**src/sv/ssm_pkg.sv**
```systemverilog
package ssm_pkg;

    // Configuration port geometry.
    localparam int CFG_IDX_W  = 2;
    localparam int CFG_DATA_W = 8;

    // Register indexes on the configuration port.
    typedef enum logic [CFG_IDX_W-1:0] {
        REG_SPLIT_MODE = 2'd0,
        REG_INVERT     = 2'd1
    } t_cfg_reg;

    // Split behavior codes held in the split_mode register.
    typedef enum logic [2:0] {
        MODE_ISOLATED   = 3'd0,
        MODE_REMOVED    = 3'd1,
        MODE_MERGE_PREV = 3'd2,
        MODE_MERGE_NEXT = 3'd3,
        MODE_CONTIGUOUS = 3'd4
    } t_split_mode;

    // Handshake between the step queue and the result stage.
    typedef struct packed {
        logic empty;
    } t_q_status;

    typedef struct packed {
        logic pop;
    } t_q_ctrl;

endpackage

```
**src/sv/split_segment_merger_top.sv**
```systemverilog
// Split segment merger. Segments of one pre-token are pushed in order through
// push/full; merged spans come out through empty/pop, oldest first. A new
// segment is accepted in every cycle in which full is low: the merge decision
// against the held span is combinational and is recorded in a step queue of
// QUEUE_DEPTH entries. The result side delivers one beat per cycle while pop
// is high; a segment that pushes out a held span and also ends its group
// yields two output beats, so a steady input of such segments is held back
// by the output, while all other patterns run at one segment per cycle as
// long as pop stays high. A result passes through the step queue and then
// the output register. Configuration writes (split_mode at index 0,
// invert_matches at index 1) are always ready and must only be issued while
// the block is idle.
module split_segment_merger_top
    import ssm_pkg::*;
#(
    parameter int POS_WIDTH   = 16,
    parameter int QUEUE_DEPTH = 4
) (
    input  logic                  i_clk,
    input  logic                  i_rst_n,
    input  logic                  i_cfg_valid,
    output logic                  o_cfg_ready,
    input  logic [CFG_IDX_W-1:0]  i_cfg_index,
    input  logic [CFG_DATA_W-1:0] i_cfg_data,
    input  logic                  push,
    output logic                  full,
    input  logic [POS_WIDTH-1:0]  i_seg_start,
    input  logic [POS_WIDTH-1:0]  i_seg_end,
    input  logic                  i_seg_is_match,
    input  logic                  i_seg_last,
    output logic                  empty,
    input  logic                  pop,
    output logic [POS_WIDTH-1:0]  o_span_start,
    output logic [POS_WIDTH-1:0]  o_span_end,
    output logic                  o_span_present,
    output logic                  o_group_last
);

    // One queue record carries up to two results of one segment.
    localparam int REC_W = 4 * POS_WIDTH + 3;

    logic             accept;
    logic             rec_valid;
    logic [REC_W-1:0] rec;
    logic [REC_W-1:0] head;
    t_q_status        q_status;
    t_q_ctrl          q_ctrl;

    // The configuration registers have no side effects on reads, so writes
    // are taken in any cycle.
    assign o_cfg_ready = 1'b1;

    // A segment is taken whenever the step queue has room.
    assign accept = push && !full;

    ssm_front #(
        .POS_WIDTH (POS_WIDTH),
        .REC_W     (REC_W)
    ) u_front (
        .i_clk          (i_clk),
        .i_rst_n        (i_rst_n),
        .i_cfg_we       (i_cfg_valid),
        .i_cfg_index    (i_cfg_index),
        .i_cfg_data     (i_cfg_data),
        .i_accept       (accept),
        .i_seg_start    (i_seg_start),
        .i_seg_end      (i_seg_end),
        .i_seg_is_match (i_seg_is_match),
        .i_seg_last     (i_seg_last),
        .o_rec_valid    (rec_valid),
        .o_rec          (rec)
    );

    ssm_queue #(
        .WIDTH (REC_W),
        .DEPTH (QUEUE_DEPTH)
    ) u_queue (
        .i_clk     (i_clk),
        .i_rst_n   (i_rst_n),
        .i_wr      (rec_valid),
        .i_wr_data (rec),
        .o_full    (full),
        .i_ctrl    (q_ctrl),
        .o_status  (q_status),
        .o_head    (head)
    );

    // The back end unrolls each record into one or two result beats.
    ssm_back #(
        .POS_WIDTH (POS_WIDTH),
        .REC_W     (REC_W)
    ) u_back (
        .i_clk          (i_clk),
        .i_rst_n        (i_rst_n),
        .i_status       (q_status),
        .i_head         (head),
        .o_ctrl         (q_ctrl),
        .i_pop          (pop),
        .o_empty        (empty),
        .o_span_start   (o_span_start),
        .o_span_end     (o_span_end),
        .o_span_present (o_span_present),
        .o_group_last   (o_group_last)
    );

endmodule

```
**src/sv/ssm_front.sv**
```systemverilog
module ssm_front
    import ssm_pkg::*;
#(
    parameter int POS_WIDTH = 16,
    parameter int REC_W     = 4 * POS_WIDTH + 3
) (
    input  logic                  i_clk,
    input  logic                  i_rst_n,
    input  logic                  i_cfg_we,
    input  logic [CFG_IDX_W-1:0]  i_cfg_index,
    input  logic [CFG_DATA_W-1:0] i_cfg_data,
    input  logic                  i_accept,
    input  logic [POS_WIDTH-1:0]  i_seg_start,
    input  logic [POS_WIDTH-1:0]  i_seg_end,
    input  logic                  i_seg_is_match,
    input  logic                  i_seg_last,
    output logic                  o_rec_valid,
    output logic [REC_W-1:0]      o_rec
);

    logic [2:0]           r_split_mode;
    logic                 r_invert;
    logic [POS_WIDTH-1:0] r_held_start;
    logic [POS_WIDTH-1:0] r_held_end;
    logic                 r_held_valid;
    logic                 r_prev_match;

    logic                 m;
    logic                 ignore;
    logic                 extend;
    logic                 opens;
    logic                 emit_held;
    logic [POS_WIDTH-1:0] n_held_start;
    logic [POS_WIDTH-1:0] n_held_end;
    logic                 n_held_valid;
    logic                 n_prev_match;
    logic [POS_WIDTH-1:0] fin_start;
    logic [POS_WIDTH-1:0] fin_end;

    // Classify the segment against the held span.
    always_comb begin
        m      = i_seg_is_match ^ r_invert;
        ignore = 1'b0;
        extend = 1'b0;
        unique case (r_split_mode)
            MODE_REMOVED:    ignore = m;
            MODE_MERGE_PREV: extend = m && !r_prev_match && r_held_valid;
            MODE_MERGE_NEXT: extend = !m && r_prev_match && r_held_valid;
            MODE_CONTIGUOUS: extend = r_held_valid && (m == r_prev_match);
            default:         extend = 1'b0;
        endcase
        // Empty or reversed segments never open a span.
        opens     = !ignore && !extend && (i_seg_start < i_seg_end);
        emit_held = opens && r_held_valid;
    end

    always_comb begin
        n_held_start = r_held_start;
        n_held_end   = r_held_end;
        n_held_valid = r_held_valid;
        if (!ignore && extend) begin
            n_held_end = i_seg_end;
        end else if (opens) begin
            n_held_start = i_seg_start;
            n_held_end   = i_seg_end;
            n_held_valid = 1'b1;
        end
        n_prev_match = m;
        fin_start    = n_held_valid ? n_held_start : '0;
        fin_end      = n_held_valid ? n_held_end : '0;
        if (i_seg_last) begin
            n_held_valid = 1'b0;
            n_prev_match = 1'b0;
        end
    end

    // Record layout: first slot (held span pushed out), second slot (group end).
    assign o_rec_valid = i_accept && (emit_held || i_seg_last);
    assign o_rec = {emit_held, r_held_start, r_held_end,
                    i_seg_last, fin_start, fin_end, r_held_valid || opens || extend};

    always_ff @(posedge i_clk) begin
        if (!i_rst_n) begin
            r_split_mode <= MODE_ISOLATED;
            r_invert     <= 1'b0;
            r_held_valid <= 1'b0;
            r_prev_match <= 1'b0;
        end else begin
            if (i_cfg_we) begin
                if (i_cfg_index == REG_SPLIT_MODE) begin
                    r_split_mode <= i_cfg_data[2:0];
                end else if (i_cfg_index == REG_INVERT) begin
                    r_invert <= i_cfg_data[0];
                end
            end
            if (i_accept) begin
                r_held_valid <= n_held_valid;
                r_prev_match <= n_prev_match;
            end
        end
    end

    always_ff @(posedge i_clk) begin
        if (i_accept) begin
            r_held_start <= n_held_start;
            r_held_end   <= n_held_end;
        end
    end

endmodule

```
**src/sv/ssm_queue.sv**
```systemverilog
module ssm_queue
    import ssm_pkg::*;
#(
    parameter int WIDTH = 67,
    parameter int DEPTH = 4
) (
    input  logic             i_clk,
    input  logic             i_rst_n,
    input  logic             i_wr,
    input  logic [WIDTH-1:0] i_wr_data,
    output logic             o_full,
    input  t_q_ctrl          i_ctrl,
    output t_q_status        o_status,
    output logic [WIDTH-1:0] o_head
);

    localparam int ADDR_W = (DEPTH > 1) ? $clog2(DEPTH) : 1;
    localparam int CNT_W  = $clog2(DEPTH + 1);

    logic [WIDTH-1:0]  r_mem [DEPTH];
    logic [ADDR_W-1:0] r_wr_ptr;
    logic [ADDR_W-1:0] r_rd_ptr;
    logic [CNT_W-1:0]  r_count;
    logic              do_pop;

    assign o_full          = (r_count == CNT_W'(DEPTH));
    assign o_status.empty  = (r_count == '0);
    assign o_head          = r_mem[r_rd_ptr];
    assign do_pop          = i_ctrl.pop && !o_status.empty;

    always_ff @(posedge i_clk) begin
        if (!i_rst_n) begin
            r_wr_ptr <= '0;
            r_rd_ptr <= '0;
            r_count  <= '0;
        end else begin
            if (i_wr) begin
                r_wr_ptr <= (r_wr_ptr == ADDR_W'(DEPTH - 1)) ? '0 : r_wr_ptr + 1'b1;
            end
            if (do_pop) begin
                r_rd_ptr <= (r_rd_ptr == ADDR_W'(DEPTH - 1)) ? '0 : r_rd_ptr + 1'b1;
            end
            r_count <= r_count + CNT_W'(i_wr) - CNT_W'(do_pop);
        end
    end

    always_ff @(posedge i_clk) begin
        if (i_wr) begin
            r_mem[r_wr_ptr] <= i_wr_data;
        end
    end

endmodule

```
**src/sv/ssm_back.sv**
```systemverilog
module ssm_back
    import ssm_pkg::*;
#(
    parameter int POS_WIDTH = 16,
    parameter int REC_W     = 4 * POS_WIDTH + 3
) (
    input  logic                 i_clk,
    input  logic                 i_rst_n,
    input  t_q_status            i_status,
    input  logic [REC_W-1:0]     i_head,
    output t_q_ctrl              o_ctrl,
    input  logic                 i_pop,
    output logic                 o_empty,
    output logic [POS_WIDTH-1:0] o_span_start,
    output logic [POS_WIDTH-1:0] o_span_end,
    output logic                 o_span_present,
    output logic                 o_group_last
);

    logic                 h_s0_valid;
    logic [POS_WIDTH-1:0] h_s0_start;
    logic [POS_WIDTH-1:0] h_s0_end;
    logic                 h_s1_valid;
    logic [POS_WIDTH-1:0] h_s1_start;
    logic [POS_WIDTH-1:0] h_s1_end;
    logic                 h_s1_present;

    logic                 r_out_valid;
    logic                 r_phase;
    logic [POS_WIDTH-1:0] r_start;
    logic [POS_WIDTH-1:0] r_end;
    logic                 r_present;
    logic                 r_last;

    logic                 load;
    logic                 take;
    logic                 use_s0;
    logic                 n_phase;

    assign {h_s0_valid, h_s0_start, h_s0_end,
            h_s1_valid, h_s1_start, h_s1_end, h_s1_present} = i_head;

    // The output register refills whenever it is empty or being drained.
    always_comb begin
        load    = !r_out_valid || i_pop;
        take    = load && !i_status.empty;
        use_s0  = !r_phase && h_s0_valid;
        n_phase = r_phase;
        o_ctrl.pop = 1'b0;
        if (take) begin
            if (use_s0 && h_s1_valid) begin
                n_phase = 1'b1;
            end else begin
                n_phase    = 1'b0;
                o_ctrl.pop = 1'b1;
            end
        end
    end

    always_ff @(posedge i_clk) begin
        if (!i_rst_n) begin
            r_out_valid <= 1'b0;
            r_phase     <= 1'b0;
        end else begin
            if (load) begin
                r_out_valid <= take;
            end
            r_phase <= n_phase;
        end
    end

    always_ff @(posedge i_clk) begin
        if (take) begin
            if (use_s0) begin
                r_start   <= h_s0_start;
                r_end     <= h_s0_end;
                r_present <= 1'b1;
                r_last    <= 1'b0;
            end else begin
                r_start   <= h_s1_start;
                r_end     <= h_s1_end;
                r_present <= h_s1_present;
                r_last    <= 1'b1;
            end
        end
    end

    assign o_empty        = !r_out_valid;
    assign o_span_start   = r_start;
    assign o_span_end     = r_end;
    assign o_span_present = r_present;
    assign o_group_last   = r_last;

endmodule

```
**config.mk**
```make
export PLATFORM = sky130hd
export DESIGN_NAME = split_segment_merger_top
export DESIGN_NICKNAME = d
export VERILOG_FILES = /design/src/sv/ssm_pkg.sv /design/src/sv/split_segment_merger_top.sv /design/src/sv/ssm_front.sv /design/src/sv/ssm_queue.sv /design/src/sv/ssm_back.sv
export SDC_FILE = /design/constraint.sdc
export NUM_CORES = 1
export LEC_CHECK = 0
export BUFFER_PORTS_ARGS = -buffer_cell sky130_fd_sc_hd__buf_4
export CAP_MARGIN = 20
export CORE_MARGIN = 1
export CORE_UTILIZATION = 50
export DETAILED_ROUTE_END_ITERATION = 10
export HOLD_SLACK_MARGIN = 0.05
export PLACE_DENSITY = 0.74
export SETUP_SLACK_MARGIN = 0.15
export SLEW_MARGIN = 20
export SYNTH_ARGS = -nofsm -noshare
export SYNTH_HDL_FRONTEND = slang
export SYNTH_SLANG_ARGS = --single-unit
```
**constraint.sdc**
```tcl
create_clock -name i_clk -period 6.65 [get_ports i_clk]
set_input_delay 0 -clock i_clk [delete_from_list [all_inputs] [get_ports i_clk]]
set_output_delay 0 -clock i_clk [all_outputs]
set_load 0.1 [all_outputs]
```
Yosys cells after proc, flatten, opt, wreduce, memory -nomap -nowiden. Memory sizes are Yosys's and may differ from the RTL's. A register that Yosys moved wholly into a read port is not among the register bits. Cells that the tools add are included.

Register bits after elaboration: 81. RAM bits: 268. Bits of input ports: 49. Output and inout bits: 37. Word-level logic and storage cells: 87. Memories kept: 1.

Memories: u_queue.r_mem (words 4, width 67, read ports 1, clocked after memory_dff 1, wr ports 1, RTL line ssm_queue.sv:20) `logic [WIDTH-1:0] r_mem [DEPTH];`.

Add/sub/neg operators: 4. Magnitude comparators: 1. Eq/ne operators: 9. Muxes and demuxes: 24. Bitwise gates (word level): 2. Reduce and logical (&&, ||, !) cells: 31.

Operators with widths (count): $mux W16 (8); $lt A16 B16 Y1 (1); $logic_and A1 B1 Y1 (15); $mux W1 (11); $logic_not A1 Y1 (8); $mux W2 (4); $eq A3 B2 Y1 const B (2); $eq A3 B3 Y1 const B (2); $add A2 B1 Y2 const B (2); $eq A2 B2 Y1 const B (2); $logic_or A1 B1 Y1 (4); $add A3 B1 Y3 (1); $eq A3 B1 Y1 const B (1); $logic_not A3 Y1 (1); $pmux W1 S3 (1); $reduce_and A3 Y1 (1); $sub A3 B1 Y3 (1); $eq A2 B1 Y1 const B (1); $logic_not A2 Y1 (1); $reduce_and A2 Y1 (1); $eq A1 B1 Y1 (1); $not A1 Y1 (1); $xor A1 B1 Y1 (1).

Logic depth before layout (Yosys ltp).
Depth in word-level cells: 13. Depth in mapped cells: 14. Depth with buffers taken out: 14.

Hierarchy. A second synthesis with hierarchy kept.

Cell total of the unflattened synthesis: 734. Area, all modules: 14541.4 um^2.

By module, submodules not included: ssm_queue (instances 1, cells an instance 395, area each 10168.5 um^2, sequential area each 8227.9 um^2); ssm_front (instances 1, cells an instance 253, area each 2681.3 um^2, sequential area each 1081.0 um^2); ssm_back (instances 1, cells an instance 83, area each 1666.6 um^2, sequential area each 1061.0 um^2); split_segment_merger_top (instances 1, cells an instance 3, area each 25.0 um^2, sequential area each 0.0 um^2).

Worst setup path before layout. Ideal clock, no wire load.

Path kind: register to register. From: reg u_front.r_invert. To: mem u_queue.r_mem[0][0] (enable). Setup time: 0.501 ns. Arrival time: 4.652 ns. Required time: 6.149 ns. Path slack: 1.497 ns. Stages on the path, launching flop included: 9. Buffers on the path: 0. Period minus slack after synthesis: 5.153 ns. Cell sequence: dfxtp_1 > xor2_1 > inv_1 > ha_1 > mux2i_1 > o21ai_0 > or3_1 > o31a_1 > nor2b_1.

Longest elaborated chain between the ends: 13. Elaborated cells on any way between the ends: 19. Classes of those cells: eq/ne (1); mux (4); bitwise (1); reduce/logical (13).

RTL lines: start, declared (RTL line ssm_front.sv:22) `logic r_invert;`; start signal, assigned (RTL line ssm_front.sv:93) `r_invert <= i_cfg_data[0];`; $xor A1 B1 Y1 (*) (RTL line ssm_front.sv:42) `m = i_seg_is_match ^ r_invert;`; $logic_not A1 Y1 (RTL line ssm_front.sv:48) `MODE_MERGE_NEXT: extend = !m && r_prev_match && r_held_valid;`; $logic_and A1 B1 Y1 (2 in series) (RTL line ssm_front.sv:48); $pmux W1 S3 (RTL line ssm_front.sv:45) `unique case (r_split_mode)`; $logic_not A1 Y1 (RTL line ssm_front.sv:53) `opens = !ignore && !extend && (i_seg_start < i_seg_end);`; $logic_and A1 B1 Y1 (*) (2 in series) (RTL line ssm_front.sv:53); $logic_and A1 B1 Y1 (*) (RTL line ssm_front.sv:54) `emit_held = opens && r_held_valid;`; $logic_or A1 B1 Y1 (*) (RTL line ssm_front.sv:78) `assign o_rec_valid = i_accept && (emit_held || i_seg_last);`; $logic_and A1 B1 Y1 (*) (RTL line ssm_front.sv:78); $mux W1 (*) (RTL line ssm_queue.sv:48) `if (i_wr) begin`; $mux W1 (implied by the code) (*) (RTL line ssm_queue.sv:49) `r_mem[r_wr_ptr] <= i_wr_data;`; end, declared (RTL line ssm_queue.sv:20).

Mark *: on every way between the ends. The rest lies on a longest branch, timed or not.

Worst setup path after layout.
From: reg u_front.r_invert. To: mem u_queue.r_mem[2][51] (enable).

Same word-level chain as after synthesis.

==> impl_metrics.csv <==
group,metric,value,unit
grt,met1_use_gr,25.8,%
grt,grt_util_met2,33.0,%
power_and_ir_drop,ir_worst_vdd,335,uV
floorplanning,die_width,171,um
timing,grt_setup_unrepaired,"no",
placement,finalWeightedCongestion,0.772,
floorplanning,core_region_area,27900,sq um
critical_path,worst_path_required,6.79,ns
synthesis,synth_cells,741,
critical_path,worst_path_max_delay_cell,"sky130_fd_sc_hd__nor2b_4",
placement,io_buffers,79,
power_and_ir_drop,internal_power,0.00484,W
grt,wire_length_of_the_first_global_routing_pass,42000,um
layout,diodes,0,
timing,timing.final.hold_violations,0,
layout,drive_above_1_share,28.9,%
power_and_ir_drop,netSwitchingFraction,34.4,%
clock_network,numCtsBuffers,36,
synthesis,post_synth.cell_area_avg,19.3,sq um
power_and_ir_drop,combinationalPowerShare,33.0,%
synthesis,synth_seq_cells,351,
floorplanning,start_util,51.2,%
timing,timing.final.max_slew_violations,0,
routing,first_iter_violations,527,
critical_path,critical_path_arrival,4.04,ns
synthesis,synth-main-ff-cell,"sky130_fd_sc_hd__edfxtp_1",
critical_path,critPathMaxStageDelay,0.82,ns
synthesis,syn-num-nets,815,
synthesis,netlist_top_cells_count,"sky130_fd_sc_hd__edfxtp_1 (334), sky130_fd_sc_hd__mux4_2 (67), sky130_fd_sc_hd__mux2_2 (50)",
critical_path,startpoint_type,"register",
synthesis,synth_top_area_share,70.1,%
timing,worst-slew-pin-transition,1.02,ns
clock_network,numClockSinks,351,
synthesis,synth_largest_area_cell,"sky130_fd_sc_hd__edfxtp_1",
grt,grt-ovfl-total,0,
job,max-cap-violations,0,
power_and_ir_drop,leakage,5.87,nW
power_and_ir_drop,switching_power_total,0.00253,W
grt,globalRoute.busiestLayer,"met2",
power_and_ir_drop,power.clock.fraction,25.3,%
run_status,run_status,"finished, final reports clean",
timing,achievable-frequency,256,MHz
routing,finalWirelength,27000,um
placement,post-dp-hpwl,15500,um
clock_network,cts_root_buffer,"sky130_fd_sc_hd__clkbuf_16",
grt,groute.layer.met3.usage,3.01,%
critical_path,crit_path_max_fanout,39,
routing,detailroute.via_count,7118,
synthesis,ys_top_cells_by_area,"sky130_fd_sc_hd__edfxtp_1 (70%), sky130_fd_sc_hd__mux4_2 (11%), sky130_fd_sc_hd__mux2_2 (3.9%)",
grt,grt.total_usage,19.4,%
critical_path,worst-setup-path-type,"register to register",
synthesis,synthDistinctLibCells,49,
grt,antenna_found_initial,0,
synthesis,yosys.cell_count.top_type,"sky130_fd_sc_hd__edfxtp_1",
layout,nNetsFinal,959,
critical_path,crit_path_end_kind,"register",
timing,totalNegativeSetupSlack,0,ns
clock_network,insertion_delay,0.52,ns
critical_path,crit_path_cell_trace,"xor2_1, inv_1, ha_1, mux2i_1, o21ai_0, or3_1, o31a_1, nor2b_4, buf_4",
floorplanning,die_area,29300,sq um
clock_network,cts-resized-gates,0,
routing,avgRoutedWirePerCell,21.0,um
synthesis,synth-edff-count,334,
clock_network,clk_pin_slew,0.06,ns
power_and_ir_drop,sequentialPowerShare,41.7,%
clock_network,h_tree_levels,2,
layout,finish.utilization,60.5,%
floorplanning,die_height,171,um
grt,number_of_global_route_vias_before_repair,7487,
synthesis,netlist_area,14300,sq um
synthesis,seq_area_frac_synth,72.5,%
clock_network,cts_max_path_buffers,3,
routing,drt_pre_antenna_iters,5,
timing,slew_headroom,31.8,%
layout,area_growth,18.1,%
timing,clock-skew-final,0.0144,ns
power_and_ir_drop,power_density,436,nW/um^2
routing,ant_nets,0,
synthesis,postSynth.asyncResetShare,0,%
clock_network,tritoncts,"yes",
routing,vias_per_cell,5.53,
floorplanning,ioPinCount,86,
grt,largest_net_degree_at_the_start_of_global_routing,68,
synthesis,synthesis.yosys.warnings,0,
timing,min_period_over_period,58.8,%
timing,min_period,3.91,ns
worst_hold_path,timing.hold.worst.class,"input pin to register",
floorplanning,num_rows,61,
routing,drt_drc_violations_left,0,
timing,setup_viol,0,
area by class of cell:
cell class | count | area (sq um)
clock buffer | 49 | 950
clock inverter | 14 | 125
fill | 2015 | 11000
inverter | 47 | 176
multi-input combinational | 312 | 3650
sequential | 351 | 10400
tap | 378 | 473
timing repair buffer | 137 | 1140
routing by layer:
layer / vias up / part of all wire, % / wire (um)
met5: - / 0 / 0
met4: 0 / 2.3 / 618
met1: 3654 / 42 / 11300
met2: 201 / 51 / 13600
met3: 51 / 5.4 / 1450
li1: 3212 / - / -
critical path, delay by kind of cell, from the launching register on:
family                     cells  cell delay, ns
muxes                          1            0.13
buffers and inverters          2            0.76
adders and majority gates      1            0.19
AOI/OAI and AO/OA              2            0.56
xor gates and xnor gates       1            0.28
and+or+nand+nor                2            1.22
DFF                            1            0.34
stage by stage:
stage | power, W | hold WS [ns] | setup slack (ns) | area, sq um | cells
floorplan | 0.00499 | 0.0989 | 1.50 | 14300 | 741
global placement | 0.00552 | 0.230 | 2.78 | 15400 | 1179
detailed placement | 0.00556 | 0.233 | 2.73 | 15400 | 1179
CTS | 0.00744 | 0.251 | 2.71 | 16900 | 1288
global route | 0.00766 | 0.268 | 2.50 | 16900 | 1288
finish | 0.00737 | 0.272 | 2.74 | 16900 | 1288
kinds of logic (layout without fill, tap and decap cells):
kind of cell    count (synthesis)  in the layout  share of synthesized area [%]
xor+xnor                        3              3                          0.184
buf+inv                        78            247                           2.32
flops                         351            351                           72.5
compound gates                 30             30                           1.57
other cells                     1              1                         0.0262
fa+ha+maj                      25             25                           2.24
simple gates                   83             83                           2.84
mux                           170            170                           18.3
final timing paths:
| path | start | endpoint | slack, ns | cells after the start |
|---|---|---|---|---|
| max reg2reg | u_front.r_invert | u_queue.r_mem[2][51] | 2.74 | 9 |
| min reg2reg | u_queue.r_rd_ptr[0] | register | 0.52 | 2 |
| min | i_seg_last | u_queue.r_mem[2][33] | 0.27 | 2 |
| max | u_front.r_invert | u_queue.r_mem[2][51] | 2.74 | 9 |
flip-flops by register name, summed over array words and instances (netlist names), 2 cells and up, named ones only:
name                  count
u_back.o_span_start      16
u_queue.r_wr_ptr          2
u_queue.r_rd_ptr          2
u_queue.r_mem           268
u_front.r_split_mode      3
u_back.o_span_end        16
u_queue.r_count           3
u_front.r_held_start     16
u_front.r_held_end       16
power by group through the flow:
stage / clock (W) / combinational, W / sequential [W]
finish: 0.00186 / 0.00243 / 0.00307
detailed placement: 0 / 0.00243 / 0.00312
global route: 0.00198 / 0.00257 / 0.00312
floorplan: 0 / 0.00114 / 0.00386
global placement: 0 / 0.00242 / 0.00310
CTS: 0.00190 / 0.00247 / 0.00308
cell usage in the layout (no fill, tap or decap), types with 2 or more instances in the layout:
master / instances
sky130_fd_sc_hd__edfxtp_1: 334
sky130_fd_sc_hd__buf_4: 91
sky130_fd_sc_hd__mux4_2: 67
sky130_fd_sc_hd__mux2_2: 50
sky130_fd_sc_hd__inv_1: 47
sky130_fd_sc_hd__dlygate4sd3_1: 46
sky130_fd_sc_hd__nand2_1: 43
sky130_fd_sc_hd__mux2i_1: 39
sky130_fd_sc_hd__clkbuf_16: 36
sky130_fd_sc_hd__ha_1: 24
sky130_fd_sc_hd__dfxtp_1: 15
sky130_fd_sc_hd__mux2_1: 14
sky130_fd_sc_hd__clkbuf_1: 13
sky130_fd_sc_hd__clkinv_1: 8
sky130_fd_sc_hd__nor2_1: 7
sky130_fd_sc_hd__nor2b_1: 7
sky130_fd_sc_hd__o21ai_0: 6
sky130_fd_sc_hd__nor2b_4: 5
sky130_fd_sc_hd__a21oi_1: 4
sky130_fd_sc_hd__o21a_1: 3
sky130_fd_sc_hd__and3_1: 3
sky130_fd_sc_hd__o311ai_0: 3
sky130_fd_sc_hd__and2_1: 3
sky130_fd_sc_hd__nand4_1: 2
sky130_fd_sc_hd__a31oi_1: 2
sky130_fd_sc_hd__nand2b_1: 2
sky130_fd_sc_hd__or3_1: 2
sky130_fd_sc_hd__xnor2_1: 2
sky130_fd_sc_hd__a2bb2oi_1: 2
sky130_fd_sc_hd__clkinv_2: 2
sky130_fd_sc_hd__bufinv_16: 2
what timing repair did:
item,4_1_cts,5_1_grt
hold buffers,46,0
setup buffers,0,0
endpoints found under the hold margin,165,0
(Power assumes the default switching activity.)
